### config.mk
export PLATFORM = sky130hd
export DESIGN_NAME = dma_burst_planner_top_flat
export DESIGN_NICKNAME = d
export VERILOG_FILES = /design/src/sv/dbp_pkg.sv /design/src/sv/dbp_if.sv /design/src/sv/dbp_ceil_div.sv /design/src/sv/dbp_datapath.sv /design/src/sv/dbp_ctrl.sv /design/src/sv/dma_burst_planner_top.sv /design/src/flat_wrapper.sv
export SDC_FILE = /design/constraint.sdc
export NUM_CORES = 2
export LEC_CHECK = 0
export CAP_MARGIN = 25
export CORE_UTILIZATION = 30
export CTS_CLUSTER_DIAMETER = 120
export DETAILED_ROUTE_END_ITERATION = 8
export DONT_BUFFER_PORTS = 1
export SETUP_SLACK_MARGIN = 0.05
export SLEW_MARGIN = 10
export SYNTH_ARGS = -nofsm -noshare
export SYNTH_HDL_FRONTEND = slang
export SYNTH_SLANG_ARGS = --single-unit
### constraint.sdc
create_clock -name clk -period 7.9 [get_ports clk]
set_input_delay 0.395 -clock clk [delete_from_list [all_inputs] [get_ports clk]]
set_output_delay 0.395 -clock clk [all_outputs]
set_load 0.005 [all_outputs]
### src/sv/dbp_pkg.sv
package dbp_pkg;

	// field widths
	localparam int ROW_CNT_W = 16;
	localparam int ROW_LEN_W = 24;
	localparam int OFF_W     = 48;
	localparam int STRIDE_W  = 32;
	localparam int LIMIT_W   = 9;
	localparam int TOTAL_W   = 32;
	localparam int LG_W      = 3;
	localparam int KIND_W    = 2;

	// widest head (distance from the beat-aligned base), 64-byte beats
	localparam int HEAD_W = 6;
	// burst byte cap: up to 256 beats of 64 bytes
	localparam int CMAX_W = LIMIT_W + HEAD_W;

	localparam logic [LG_W-1:0]    LG_RESET  = 3'd3;
	localparam logic [LG_W-1:0]    LG_MAX    = 3'd6;
	localparam logic [LIMIT_W-1:0] LIMIT_MAX = 9'd256;

	localparam logic FUNC_LOCAL = 1'b0;

	typedef enum logic [KIND_W-1:0] {
		KIND_LOAD,
		KIND_PREFETCH,
		KIND_STORE,
		KIND_OTHER
	} kind_t;

	typedef struct packed {
		logic                 func;
		logic [KIND_W-1:0]    xfer_kind;
		logic [ROW_CNT_W-1:0] row_count;
		logic [ROW_LEN_W-1:0] row_length;
		logic [OFF_W-1:0]     src_offset;
		logic [STRIDE_W-1:0]  src_stride;
		logic [OFF_W-1:0]     dst_offset;
		logic [STRIDE_W-1:0]  dst_stride;
		logic [LIMIT_W-1:0]   burst_beat_limit;
	} desc_t;

	typedef enum logic [3:0] {
		ST_IDLE,
		ST_RECIP,
		ST_PAGE,
		ST_WAIT_PAGE,
		ST_ROW_A,
		ST_ROW_B,
		ST_ROW_C,
		ST_ROW_D,
		ST_ROW_E,
		ST_ROW_F,
		ST_ROW_G,
		ST_FINISH
	} state_t;

	typedef enum logic [3:0] {
		OP_NONE,
		OP_LOAD,
		OP_RECIP,
		OP_PAGE,
		OP_ROW_A,
		OP_ROW_B,
		OP_ROW_C,
		OP_ROW_D,
		OP_ROW_E,
		OP_ROW_F,
		OP_ROW_G
	} op_t;

	typedef struct packed {
		op_t  op;
		logic next_row;
		logic publish;
	} cmd_t;

	typedef struct packed {
		logic empty;
		logic recip_last;
		logic fits;
		logic last_row;
		logic unit_busy;
		logic out_free;
	} stat_t;

endpackage

### src/sv/dbp_if.sv
interface dbp_desc_if;
	import dbp_pkg::*;

	logic                 valid;
	logic                 ready;
	logic                 func;
	logic [KIND_W-1:0]    xfer_kind;
	logic [ROW_CNT_W-1:0] row_count;
	logic [ROW_LEN_W-1:0] row_length;
	logic [OFF_W-1:0]     src_offset;
	logic [STRIDE_W-1:0]  src_stride;
	logic [OFF_W-1:0]     dst_offset;
	logic [STRIDE_W-1:0]  dst_stride;
	logic [LIMIT_W-1:0]   burst_beat_limit;

	modport source (
		output valid, func, xfer_kind, row_count, row_length, src_offset, src_stride,
		       dst_offset, dst_stride, burst_beat_limit,
		input  ready
	);
	modport sink (
		input  valid, func, xfer_kind, row_count, row_length, src_offset, src_stride,
		       dst_offset, dst_stride, burst_beat_limit,
		output ready
	);
endinterface

interface dbp_result_if;
	import dbp_pkg::*;

	logic               valid;
	logic               ready;
	logic [TOTAL_W-1:0] burst_total;
	logic [TOTAL_W-1:0] beat_total;

	modport source (output valid, burst_total, beat_total, input ready);
	modport sink (input valid, burst_total, beat_total, output ready);
endinterface

### src/sv/dbp_ceil_div.sv
module dbp_ceil_div #(
	parameter int PAGE_BYTES = 4096,
	localparam int K = $clog2(PAGE_BYTES) + 1
) (
	input  logic                        clk,
	input  logic                        arst_n,
	input  logic [dbp_pkg::LG_W-1:0]    lg,
	input  logic [dbp_pkg::LIMIT_W-1:0] lim,
	input  logic [K:0]                  recip,
	input  logic                        in_valid,
	input  logic                        in_tag,
	input  logic [K-1:0]                in_x,
	output logic                        out_valid,
	output logic                        out_tag,
	output logic [K-1:0]                out_q,
	output logic                        busy
);
	import dbp_pkg::*;

	// ceil(x / (lim << lg)) = ceil(ceil(x >> lg) / lim), the last one by reciprocal
	localparam int PW = 2 * K + 1;
	localparam int QW = K + LIMIT_W;

	logic [K-1:0]  wmask;
	logic [K-1:0]  y;
	logic [K-1:0]  z;
	logic [PW-1:0] prod;
	logic [QW-1:0] prod_l;
	logic          fix;

	logic          v_s1, v_s2, v_s3, v_s4;
	logic          tag_s1, tag_s2, tag_s3, tag_s4;
	logic [K-1:0]  z_s1, z_s2, z_s3;
	logic [K-1:0]  qe_s2, qe_s3, q_s4;
	logic [QW-1:0] pl_s3;

	assign wmask  = ~({K{1'b1}} << lg);
	assign y      = (in_x + wmask) >> lg;
	assign z      = y + K'(lim) - K'(1);
	assign prod   = PW'(z_s1) * PW'(recip);
	assign prod_l = QW'(qe_s2) * QW'(lim);
	// estimate is exact or one short
	assign fix    = QW'(z_s3) >= pl_s3 + QW'(lim);

	always_ff @(posedge clk or negedge arst_n) begin
		if (!arst_n) begin
			v_s1   <= 1'b0;
			v_s2   <= 1'b0;
			v_s3   <= 1'b0;
			v_s4   <= 1'b0;
			tag_s1 <= 1'b0;
			tag_s2 <= 1'b0;
			tag_s3 <= 1'b0;
			tag_s4 <= 1'b0;
		end else begin
			v_s1   <= in_valid;
			v_s2   <= v_s1;
			v_s3   <= v_s2;
			v_s4   <= v_s3;
			tag_s1 <= in_tag;
			tag_s2 <= tag_s1;
			tag_s3 <= tag_s2;
			tag_s4 <= tag_s3;
		end
	end

	always_ff @(posedge clk) begin
		z_s1  <= z;
		z_s2  <= z_s1;
		qe_s2 <= prod[K +: K];
		z_s3  <= z_s2;
		qe_s3 <= qe_s2;
		pl_s3 <= prod_l;
		q_s4  <= qe_s3 + K'(fix);
	end

	assign out_valid = v_s4;
	assign out_tag   = tag_s4;
	assign out_q     = q_s4;
	assign busy      = v_s1 | v_s2 | v_s3 | v_s4;

endmodule

### src/sv/dbp_datapath.sv
module dbp_datapath #(
	parameter int PAGE_BYTES = 4096,
	localparam int P = $clog2(PAGE_BYTES)
) (
	input  logic                        clk,
	input  logic                        arst_n,
	input  logic                        cfg_we,
	input  logic [dbp_pkg::LG_W-1:0]    cfg_wdata,
	input  dbp_pkg::desc_t              desc,
	input  dbp_pkg::cmd_t               cmd,
	output dbp_pkg::stat_t              st,
	output logic                        res_valid,
	input  logic                        res_ready,
	output logic [dbp_pkg::TOTAL_W-1:0] burst_total,
	output logic [dbp_pkg::TOTAL_W-1:0] beat_total
);
	import dbp_pkg::*;

	localparam int K    = P + 1;
	localparam int CNTW = $clog2(K + 1);
	localparam int MW   = (K > CMAX_W) ? K : CMAX_W;
	localparam int PRW  = ROW_LEN_W + 1;
	localparam logic [K-1:0] PAGE_K = K'(PAGE_BYTES);

	// item setup
	logic                 use_src;
	logic [LIMIT_W-1:0]   lim_in;
	logic [LG_W-1:0]      lg_sat;
	logic [LG_W-1:0]      bwl_q;

	// per-item registers
	logic [LG_W-1:0]      lg_q;
	logic [LIMIT_W-1:0]   lim_q;
	logic [CMAX_W-1:0]    cmax_q;
	logic [ROW_LEN_W-1:0] len_q;
	logic [P-1:0]         stride_q;
	logic [P-1:0]         a_q;
	logic [ROW_CNT_W-1:0] rows_q;
	logic [K-1:0]         ppb_q;

	// reciprocal of the beat limit, restoring, one quotient bit per cycle
	logic [LIMIT_W-1:0]   rec_rem_q;
	logic [K:0]           rec_quo_q;
	logic [CNTW-1:0]      rec_cnt_q;
	logic [LIMIT_W:0]     rec_sh;
	logic                 rec_ge;

	// per-row registers
	logic [HEAD_W-1:0]    head_q;
	logic [P-1:0]         base_lo_q;
	logic [K-1:0]         cap_q;
	logic [K-1:0]         take_q;
	logic [ROW_LEN_W-1:0] rest_q;
	logic [P-1:0]         next_lo_q;
	logic [K-1:0]         room_q;
	logic [ROW_LEN_W-1:0] rest2_q;
	logic [PRW-1:0]       prod_q;

	logic [TOTAL_W-1:0]   bursts_q, beats_q;
	logic [TOTAL_W-1:0]   burst_total_q, beat_total_q;
	logic                 res_valid_q;

	// row arithmetic
	logic [P-1:0]         wm_p;
	logic [K-1:0]         wm_k;
	logic [ROW_LEN_W:0]   wm_l;
	logic [K-1:0]         pg_rem;
	logic [K-1:0]         cap_d;
	logic [K-1:0]         avail;
	logic [K-1:0]         take_d;
	logic [K-1:0]         add_head;
	logic [ROW_LEN_W:0]   add_rest;
	logic [K-1:0]         seg;
	logic [TOTAL_W-1:0]   inc_add, div_add;

	// shared ceil-divide unit
	logic                 u_in_valid, u_in_tag;
	logic [K-1:0]         u_in_x;
	logic                 u_valid, u_tag, u_busy;
	logic [K-1:0]         u_q;

	assign use_src = (desc.func == FUNC_LOCAL) || (desc.xfer_kind == KIND_LOAD)
	                 || (desc.xfer_kind == KIND_PREFETCH);
	assign lim_in  = (desc.burst_beat_limit == '0) ? LIMIT_W'(1)
	               : (desc.burst_beat_limit > LIMIT_MAX) ? LIMIT_MAX : desc.burst_beat_limit;
	assign lg_sat  = (bwl_q > LG_MAX) ? LG_MAX : bwl_q;

	assign rec_sh  = {rec_rem_q, (rec_cnt_q == '0)};
	assign rec_ge  = rec_sh >= (LIMIT_W + 1)'(lim_q);

	assign wm_p     = ~({P{1'b1}} << lg_q);
	assign wm_k     = ~({K{1'b1}} << lg_q);
	assign wm_l     = ~({(ROW_LEN_W + 1){1'b1}} << lg_q);
	assign pg_rem   = PAGE_K - K'(a_q & ~wm_p);
	assign cap_d    = (MW'(cmax_q) < MW'(pg_rem)) ? K'(cmax_q) : pg_rem;
	assign avail    = cap_q - K'(head_q);
	assign take_d   = (ROW_LEN_W'(avail) > len_q) ? K'(len_q) : avail;
	assign add_head = (K'(head_q) + take_q + wm_k) >> lg_q;
	assign add_rest = ((ROW_LEN_W + 1)'(rest_q) + wm_l) >> lg_q;
	assign seg      = (ROW_LEN_W'(room_q) < rest_q) ? room_q : K'(rest_q);

	always_comb begin
		u_in_valid = 1'b0;
		u_in_tag   = 1'b0;
		u_in_x     = PAGE_K;
		unique case (cmd.op)
			OP_PAGE: begin
				u_in_valid = 1'b1;
				u_in_tag   = 1'b1;
			end
			OP_ROW_E: begin
				u_in_valid = 1'b1;
				u_in_x     = seg;
			end
			OP_ROW_F: begin
				u_in_valid = 1'b1;
				u_in_x     = K'(rest2_q[P-1:0]);
			end
			default: begin
			end
		endcase
	end

	assign inc_add = (cmd.op == OP_ROW_C) ? TOTAL_W'(1)
	               : (cmd.op == OP_ROW_G) ? TOTAL_W'(prod_q) : '0;
	assign div_add = (u_valid && !u_tag) ? TOTAL_W'(u_q) : '0;

	dbp_ceil_div #(.PAGE_BYTES(PAGE_BYTES)) u_div (
		.clk      (clk),
		.arst_n   (arst_n),
		.lg       (lg_q),
		.lim      (lim_q),
		.recip    (rec_quo_q),
		.in_valid (u_in_valid),
		.in_tag   (u_in_tag),
		.in_x     (u_in_x),
		.out_valid(u_valid),
		.out_tag  (u_tag),
		.out_q    (u_q),
		.busy     (u_busy)
	);

	always_ff @(posedge clk or negedge arst_n) begin
		if (!arst_n) begin
			bwl_q       <= LG_RESET;
			res_valid_q <= 1'b0;
		end else begin
			if (cfg_we) begin
				bwl_q <= cfg_wdata;
			end
			if (cmd.publish) begin
				res_valid_q <= 1'b1;
			end else if (res_ready) begin
				res_valid_q <= 1'b0;
			end
		end
	end

	always_ff @(posedge clk) begin
		if (cmd.op == OP_LOAD) begin
			lg_q      <= lg_sat;
			lim_q     <= lim_in;
			cmax_q    <= CMAX_W'(lim_in) << lg_sat;
			len_q     <= desc.row_length;
			rows_q    <= desc.row_count;
			a_q       <= use_src ? desc.src_offset[P-1:0] : desc.dst_offset[P-1:0];
			stride_q  <= use_src ? desc.src_stride[P-1:0] : desc.dst_stride[P-1:0];
			rec_rem_q <= '0;
			rec_cnt_q <= '0;
			bursts_q  <= '0;
			beats_q   <= '0;
		end else begin
			bursts_q <= bursts_q + inc_add + div_add;
			if (cmd.op == OP_ROW_C) begin
				beats_q <= beats_q + TOTAL_W'(add_head);
			end else if (cmd.op == OP_ROW_D) begin
				beats_q <= beats_q + TOTAL_W'(add_rest);
			end
			if (cmd.op == OP_RECIP) begin
				rec_rem_q <= rec_ge ? LIMIT_W'(rec_sh - (LIMIT_W + 1)'(lim_q))
				                    : LIMIT_W'(rec_sh);
				rec_quo_q <= {rec_quo_q[K-1:0], rec_ge};
				rec_cnt_q <= rec_cnt_q + CNTW'(1);
			end
			if (cmd.next_row) begin
				a_q    <= a_q + stride_q;
				rows_q <= rows_q - ROW_CNT_W'(1);
			end
		end

		if (u_valid && u_tag) begin
			ppb_q <= u_q;
		end

		// first burst of the row
		if (cmd.op == OP_ROW_A) begin
			head_q    <= HEAD_W'(a_q & wm_p);
			base_lo_q <= a_q & ~wm_p;
			cap_q     <= cap_d;
		end
		if (cmd.op == OP_ROW_B) begin
			take_q <= take_d;
		end
		if (cmd.op == OP_ROW_C) begin
			rest_q    <= len_q - ROW_LEN_W'(take_q);
			next_lo_q <= base_lo_q + P'(cap_q);
		end
		// remainder: rest of the page, whole pages, tail
		if (cmd.op == OP_ROW_D) begin
			room_q <= PAGE_K - K'(next_lo_q);
		end
		if (cmd.op == OP_ROW_E) begin
			rest2_q <= rest_q - ROW_LEN_W'(seg);
		end
		if (cmd.op == OP_ROW_F) begin
			prod_q <= PRW'(rest2_q[ROW_LEN_W-1:P]) * PRW'(ppb_q);
		end

		if (cmd.publish) begin
			burst_total_q <= bursts_q;
			beat_total_q  <= beats_q;
		end
	end

	assign st.empty      = (rows_q == '0) || (len_q == '0);
	assign st.recip_last = rec_cnt_q == CNTW'(K);
	assign st.fits       = ROW_LEN_W'(take_q) == len_q;
	assign st.last_row   = rows_q == ROW_CNT_W'(1);
	assign st.unit_busy  = u_busy;
	assign st.out_free   = !res_valid_q || res_ready;

	assign res_valid   = res_valid_q;
	assign burst_total = burst_total_q;
	assign beat_total  = beat_total_q;

endmodule

### src/sv/dbp_ctrl.sv
module dbp_ctrl (
	input  logic            clk,
	input  logic            arst_n,
	input  logic            desc_valid,
	output logic            desc_ready,
	input  dbp_pkg::stat_t  st,
	output dbp_pkg::cmd_t   cmd
);
	import dbp_pkg::*;

	state_t state_q, state_d;

	always_ff @(posedge clk or negedge arst_n) begin
		if (!arst_n) begin
			state_q <= ST_IDLE;
		end else begin
			state_q <= state_d;
		end
	end

	always_comb begin
		state_d      = state_q;
		cmd.op       = OP_NONE;
		cmd.next_row = 1'b0;
		cmd.publish  = 1'b0;
		desc_ready   = 1'b0;
		unique case (state_q)
			ST_IDLE: begin
				desc_ready = 1'b1;
				if (desc_valid) begin
					cmd.op  = OP_LOAD;
					state_d = ST_RECIP;
				end
			end
			ST_RECIP: begin
				cmd.op = OP_RECIP;
				priority if (st.empty) begin
					state_d = ST_FINISH;
				end else if (st.recip_last) begin
					state_d = ST_PAGE;
				end
			end
			ST_PAGE: begin
				cmd.op  = OP_PAGE;
				state_d = ST_WAIT_PAGE;
			end
			ST_WAIT_PAGE: begin
				if (!st.unit_busy) begin
					state_d = ST_ROW_A;
				end
			end
			ST_ROW_A: begin
				cmd.op  = OP_ROW_A;
				state_d = ST_ROW_B;
			end
			ST_ROW_B: begin
				cmd.op  = OP_ROW_B;
				state_d = ST_ROW_C;
			end
			ST_ROW_C: begin
				cmd.op = OP_ROW_C;
				if (st.fits) begin
					cmd.next_row = 1'b1;
					state_d      = st.last_row ? ST_FINISH : ST_ROW_A;
				end else begin
					state_d = ST_ROW_D;
				end
			end
			ST_ROW_D: begin
				cmd.op  = OP_ROW_D;
				state_d = ST_ROW_E;
			end
			ST_ROW_E: begin
				cmd.op  = OP_ROW_E;
				state_d = ST_ROW_F;
			end
			ST_ROW_F: begin
				cmd.op  = OP_ROW_F;
				state_d = ST_ROW_G;
			end
			ST_ROW_G: begin
				cmd.op       = OP_ROW_G;
				cmd.next_row = 1'b1;
				state_d      = st.last_row ? ST_FINISH : ST_ROW_A;
			end
			ST_FINISH: begin
				if (!st.unit_busy && st.out_free) begin
					cmd.publish = 1'b1;
					state_d     = ST_IDLE;
				end
			end
			default: begin
				state_d = ST_IDLE;
			end
		endcase
	end

endmodule

### src/sv/dma_burst_planner_top.sv
// Sequence: an empty descriptor goes from accept straight to its result; otherwise
//   setup (reciprocal of the beat limit, page burst count), then the first-burst steps
//   for each row, plus the remainder steps for a row that does not fit its first burst,
//   then the divide unit drains; a stalled output adds its stall.
// Throughput: one descriptor at a time; the next is taken while a result waits in the out reg.
// Reset: async, active low; returns to idle, no result pending, beat width back to 8 bytes.
module dma_burst_planner_top #(
	parameter int PAGE_BYTES = 4096
) (
	input  logic                     clk,
	input  logic                     arst_n,
	input  logic                     cfg_we,
	input  logic [dbp_pkg::LG_W-1:0] cfg_wdata,
	dbp_desc_if.sink                 desc,
	dbp_result_if.source             result
);
	import dbp_pkg::*;

	// Each row is split as the bus sees it: a first burst from the beat-aligned base,
	// capped by the page end and by limit*width bytes, then the rest of that page, then
	// whole pages, then a tail. Beats are counted with shifts; the burst count of each
	// piece is a ceiling divide by limit*width, done by a pipelined reciprocal unit.
	// Only the low page bits of a row address matter, so the row address is kept
	// modulo the page and advanced by the stride each row.

	desc_t desc_w;
	cmd_t  cmd;
	stat_t st;
	logic  ready_w;

	// descriptor beat payload, gathered into one word
	assign desc_w.func             = desc.func;
	assign desc_w.xfer_kind        = desc.xfer_kind;
	assign desc_w.row_count        = desc.row_count;
	assign desc_w.row_length       = desc.row_length;
	assign desc_w.src_offset       = desc.src_offset;
	assign desc_w.src_stride       = desc.src_stride;
	assign desc_w.dst_offset       = desc.dst_offset;
	assign desc_w.dst_stride       = desc.dst_stride;
	assign desc_w.burst_beat_limit = desc.burst_beat_limit;

	// ready only in idle; the controller loads the datapath on the accepted beat
	assign desc.ready = ready_w;

	dbp_ctrl u_ctrl (
		.clk       (clk),
		.arst_n    (arst_n),
		.desc_valid(desc.valid),
		.desc_ready(ready_w),
		.st        (st),
		.cmd       (cmd)
	);

	// datapath owns the width register and the result register
	dbp_datapath #(.PAGE_BYTES(PAGE_BYTES)) u_dp (
		.clk        (clk),
		.arst_n     (arst_n),
		.cfg_we     (cfg_we),
		.cfg_wdata  (cfg_wdata),
		.desc       (desc_w),
		.cmd        (cmd),
		.st         (st),
		.res_valid  (result.valid),
		.res_ready  (result.ready),
		.burst_total(result.burst_total),
		.beat_total (result.beat_total)
	);

endmodule
### src/flat_wrapper.sv
// flat-port wrapper written by rule: the top's interface ports become plain ports
module dma_burst_planner_top_flat import dbp_pkg::*;
#(
	parameter int PAGE_BYTES = 4096
)
  (clk, arst_n, cfg_we, cfg_wdata, desc_valid, desc_func, desc_xfer_kind, desc_row_count, desc_row_length, desc_src_offset, desc_src_stride, desc_dst_offset, desc_dst_stride, desc_burst_beat_limit, desc_ready, result_valid, result_burst_total, result_beat_total, result_ready);
  dbp_desc_if desc_i ();
  dbp_result_if result_i ();
  input  logic clk;
  input  logic arst_n;
  input  logic cfg_we;
  input  logic [dbp_pkg::LG_W-1:0] cfg_wdata;
  input wire logic [$bits(desc_i.valid)-1:0] desc_valid;
  input wire logic [$bits(desc_i.func)-1:0] desc_func;
  input wire logic [$bits(desc_i.xfer_kind)-1:0] desc_xfer_kind;
  input wire logic [$bits(desc_i.row_count)-1:0] desc_row_count;
  input wire logic [$bits(desc_i.row_length)-1:0] desc_row_length;
  input wire logic [$bits(desc_i.src_offset)-1:0] desc_src_offset;
  input wire logic [$bits(desc_i.src_stride)-1:0] desc_src_stride;
  input wire logic [$bits(desc_i.dst_offset)-1:0] desc_dst_offset;
  input wire logic [$bits(desc_i.dst_stride)-1:0] desc_dst_stride;
  input wire logic [$bits(desc_i.burst_beat_limit)-1:0] desc_burst_beat_limit;
  output wire logic [$bits(desc_i.ready)-1:0] desc_ready;
  output wire logic [$bits(result_i.valid)-1:0] result_valid;
  output wire logic [$bits(result_i.burst_total)-1:0] result_burst_total;
  output wire logic [$bits(result_i.beat_total)-1:0] result_beat_total;
  input wire logic [$bits(result_i.ready)-1:0] result_ready;
  assign desc_i.valid = desc_valid;
  assign desc_i.func = desc_func;
  assign desc_i.xfer_kind = desc_xfer_kind;
  assign desc_i.row_count = desc_row_count;
  assign desc_i.row_length = desc_row_length;
  assign desc_i.src_offset = desc_src_offset;
  assign desc_i.src_stride = desc_src_stride;
  assign desc_i.dst_offset = desc_dst_offset;
  assign desc_i.dst_stride = desc_dst_stride;
  assign desc_i.burst_beat_limit = desc_burst_beat_limit;
  assign desc_ready = desc_i.ready;
  assign result_valid = result_i.valid;
  assign result_burst_total = result_i.burst_total;
  assign result_beat_total = result_i.beat_total;
  assign result_i.ready = result_ready;
  dma_burst_planner_top #(.PAGE_BYTES(PAGE_BYTES)) u_core (.clk(clk), .arst_n(arst_n), .cfg_we(cfg_we), .cfg_wdata(cfg_wdata), .desc(desc_i), .result(result_i));
endmodule
==> impl_metrics.py <==
metrics = {
    "run_status": {
        "outcome": "completed",
    },
    "synth": {
        "syn_avg_cell_area_um2": 9.75,
        "postSynthCellCount": 4394,
        "async_flop_share": 0.0309,
        "synth_edf_count": 324,
        "synth.distinct_cells": 84,
        "ys.flop_type": "edfxtp_1",
        "synth-seq-area-share": 0.319,
        "syn-cell-area_um2": 42800,
        "synth_seq_cells": 517,
        "yosys_warnings": 0,
        "synth_fp_nets": 5369,
    },
    "global_routing": {
        "track_usage": 0.147,
        "grt_pass1_vias": 30900,
        "grt_max_degree": 117,
        "grt_first_pass_wirelength_um": 169000,
        "grt_antenna_before_repair": 2,
        "globalRouteOverflowTotal": 0,
    },
    "routing": {
        "wl_per_cell_um": 16.6,
        "drtPass1Iterations": 7,
        "drtIter0Drc": 1841,
        "post_drt_via_cell_ratio": 4.84,
        "ant_nets": 0,
        "vias": 30900,
        "finalWirelength_um": 106000,
        "drc_errors": 0,
    },
    "clocking": {
        "postCtsSetupBuffers": 0,
        "cts_tree": "done",
        "numCtsBuffers": 67,
        "cts_buffer_depth": 3,
        "cts.sinks": 517,
        "h-tree-depth": 3,
        "insertion_delay_ps": 670,
        "cts.clk_slew.worst_paths_ps": 60,
        "clock-root-buffer": "clkbuf_16",
    },
    "worst_setup_path": {
        "path_class": "flip-flop to flip-flop",
        "crit_path_top_delay_cell": "edfxtp_1",
        "worst_r2r_path_depth": 33,
        "start_kind": "flip-flop",
        "worst_setup_path_end_kind": "flip-flop",
        "arrival_ps": 7730,
        "reg2reg_to": "u_core.u_dp.u_div.z_s1[12]$_DFF_P_",
        "worstReg2RegStart": "u_core.u_dp.rest_q[14]$_DFFE_PP_",
        "crit_fanout": 14,
        "crit_top_cell": "a21oi_1",
        "crit_start": "u_core.u_dp.rest_q[14]$_DFFE_PP_",
        "cpPeakStageDelay_ps": 500,
        "r2r_setup_slack_ps": 700,
        "required_ps": 8430,
    },
    "place": {
        "placed_cell_area_um2": 45000,
        "post-dp-hpwl_um": 81300,
        "gp_congestion": 0.868,
        "numPortBuffers": 0,
    },
    "pwr": {
        "max-vdd-ir-drop_mv": 0.184,
        "power.net_switching_mw": 1.37,
        "combPwrFrac": 0.015,
        "power_density_nw_per_um2": 130,
        "total_power_mw": 6.28,
        "swShare": 0.218,
        "power.internal_mw": 4.91,
        "power_frac_seq": 0.455,
        "p_leak_nw": 21.5,
        "pwr-share-clk": 0.531,
    },
    "run": {
        "cap_violations": 0,
    },
    "final_layout": {
        "multi_input_area_um2": 26600,
        "layout-drive-gt1-share": 0.0517,
        "final_nets": 5408,
        "regArea_um2": 13700,
        "fin_area_um2": 48300,
        "final_core_util": 0.341,
        "n_fill_cell": 14400,
        "syn2layout_area_growth_pct": 12.7,
    },
    "die": {
        "dieWidth_um": 380,
        "design.core.area_um2": 142000,
        "ios": 286,
        "initial_utilization": 0.303,
        "die_area_um2": 144000,
        "die_h_um": 380,
        "rows": 138,
    },
    "sta": {
        "rsz0062_at_grt": "no",
        "min_period_ps": 7200,
        "fin_worst_skew_ps": 34.3,
        "setup_viol": 0,
        "hold_violations": 0,
        "slew_headroom": 0.337,
        "post-route-period-util": 0.912,
        "finalMaxSlewViolations": 0,
        "tightest_slew_ps": 982,
        "fmax_ghz": 0.139,
        "setup_tns_ps": 0,
    },
    "hold_path": {
        "hold_class": "input pin to asynchronous set/reset pin",
    },
}
-- sequential cells by signal (all words and copies together) (netlist names), 13 cells and up --
signal / count
u_core.u_dp.len_q: 24
u_core.u_dp.u_div.out_q: 13
u_core.u_dp.burst_total: 32
u_core.u_dp.rest2_q: 24
u_core.u_dp.u_div.z_s1: 13
u_core.u_dp.u_div.z_s3: 13
u_core.u_dp.u_div.pl_s3: 22
u_core.u_dp.room_q: 13
u_core.u_dp.cap_q: 13
u_core.u_dp.rows_q: 16
u_core.u_dp.u_div.qe_s3: 13
u_core.u_dp.cmax_q: 15
u_core.u_dp.u_div.qe_s2: 13
u_core.u_dp.beat_total: 32
u_core.u_dp.prod_q: 25
u_core.u_dp.beats_q: 32
u_core.u_dp.ppb_q: 13
u_core.u_dp.rec_quo_q: 14
u_core.u_dp.u_div.z_s2: 13
u_core.u_dp.rest_q: 24
u_core.u_dp.bursts_q: 32
u_core.u_dp.take_q: 13
-- layer usage --
metal / wire length, um / up-vias / track usage
met5: 27 / - / 0
met1: 48500 / 15100 / 0.196
met4: 2420 / 4 / 0.0447
met2: 49800 / 694 / 0.241
li1: - / 14900 / -
met3: 5460 / 140 / 0.0245
-- worst max-delay path by stage --
stage	endpoint	slack, ps	cells past startpoint
5_1_grt	u_core.u_dp.beats_q[31]$_SDFFE_PP0P_	150	30
3_3_place_gp	u_core.u_dp.u_div.z_s1[12]$_DFF_P_	920	35
6_report	u_core.u_dp.u_div.z_s1[12]$_DFF_P_	700	33
4_1_cts	u_core.u_dp.u_div.z_s1[12]$_DFF_P_	720	33
2_1_floorplan	u_core.u_dp.u_div.z_s1[11]$_DFF_P_	1270	35
3_5_place_dp	u_core.u_dp.u_div.z_s1[12]$_DFF_P_	790	33
-- power by group through the flow --
stage / Combinational (mW) / Clock, mW / Sequential, mW
detailed placement: 0.0465 / 0 / 2.91
global placement: 0.0460 / 0 / 2.91
floorplan: 0.0419 / 0 / 2.91
finish: 0.0916 / 3.33 / 2.85
global route: 0.0986 / 3.53 / 2.85
CTS: 0.0879 / 3.43 / 2.85
-- Yosys cell counts, types with 11 or more instances --
master | instances | share of area
inv_1 | 541 | 0.047
clkbuf_1 | 144 | 0.013
nand3_1 | 56 | 0.0065
nand2b_1 | 38 | 0.0056
o21bai_1 | 28 | 0.0049
a31oi_1 | 11 | 0.0016
nand2_1 | 506 | 0.044
and3_1 | 62 | 0.0091
nor2_1 | 236 | 0.021
or3_1 | 27 | 0.0039
nor4_1 | 23 | 0.0034
o21ai_0 | 153 | 0.018
buf_1 | 14 | 0.0012
xnor2_1 | 165 | 0.034
dfxtp_1 | 177 | 0.083
xor2_1 | 87 | 0.018
and2_1 | 184 | 0.027
ha_1 | 405 | 0.12
a21boi_0 | 19 | 0.0033
fa_1 | 350 | 0.16
o22ai_1 | 14 | 0.0020
a21oi_1 | 212 | 0.025
nor2b_1 | 49 | 0.0072
a211oi_1 | 53 | 0.0093
o211ai_1 | 20 | 0.0035
nand4_1 | 21 | 0.0031
nor3_1 | 79 | 0.0092
edfxtp_1 | 324 | 0.23
a21o_1 | 76 | 0.013
mux2_2 | 37 | 0.0097
dfrtp_1 | 14 | 0.0082
o31ai_1 | 12 | 0.0021
mux2i_1 | 83 | 0.019
o21a_1 | 39 | 0.0068
-- cell usage in the layout, fill, tap and decap left out, drive strengths merged, types with 11 or more instances in the layout --
cell type / synthesis / layout
inv: 543 / 549
nand2: 506 / 506
ha: 405 / 405
fa: 350 / 350
edfxtp: 324 / 324
nor2: 236 / 236
a21oi: 213 / 213
and2: 186 / 186
dfxtp: 177 / 177
xnor2: 165 / 165
o21ai: 155 / 155
clkbuf: 144 / 89
xor2: 87 / 87
dlygate4sd3: 0 / 87
mux2i: 83 / 83
nor3: 79 / 79
a21o: 76 / 76
and3: 62 / 62
nand3: 56 / 56
a211oi: 53 / 53
nor2b: 49 / 49
buf: 17 / 44
o21a: 39 / 39
nand2b: 38 / 38
mux2: 37 / 37
o21bai: 28 / 28
or3: 28 / 28
nor4: 24 / 24
clkinv: 1 / 22
nand4: 21 / 21
o211ai: 20 / 20
a21boi: 20 / 20
o22ai: 14 / 14
dfrtp: 14 / 14
o31ai: 12 / 12
a31oi: 11 / 11
-- stage by stage --
stage	std cells	setup WS, ps	hold WS, ps
finish	6379	698	39.2
global route	6378	151	26.3
CTS	6375	715	0.814
detailed placement	6164	788	103
global placement	6164	920	104
floorplan	4394	1270	99.4
-- cell type report --
cell class	instances	share of cell area
clock inverters	35	0.00990
diodes	1	0.0000518
clock buffers	89	0.0398
well taps	1890	0.0490
repair buffers	131	0.0259
inverters	544	0.0424
flip-flops and latches	517	0.283
multi-input cells	3172	0.550
-- worst max-delay path, delay by kind of cell (launching register included) --
| family | cells | cell delay (ps) |
|---|---|---|
| AO/OA/AOI/OAI | 20 | 3470 |
| AND/OR/NAND/NOR | 5 | 1050 |
| adder cells (fa/ha/maj) | 3 | 950 |
| flip-flops | 1 | 500 |
| XOR/XNOR | 2 | 450 |
| buffers and inverters | 2 | 380 |
| multiplexers | 1 | 270 |
-- what timing repair did --
item                                   in CTS  in global routing
endpoints found under the hold margin      92                  0
hold buffers                               87                  0
resized for setup                           0                  0
-- cells by family (layout without fill, tap and decap cells) --
kind of cell | Yosys count | after routing | synth area share
AOI/OAI and AO/OA | 728 | 728 | 0.109
muxes | 122 | 122 | 0.0302
buffers and inverters | 705 | 799 | 0.0620
other | 0 | 1 | 0
DFF | 517 | 517 | 0.319
adders and majority gates | 755 | 755 | 0.282
and+or+nand+nor | 1315 | 1315 | 0.146
xor gates and xnor gates | 252 | 252 | 0.0515
Note: power is estimated with default switching activity, not from simulation.
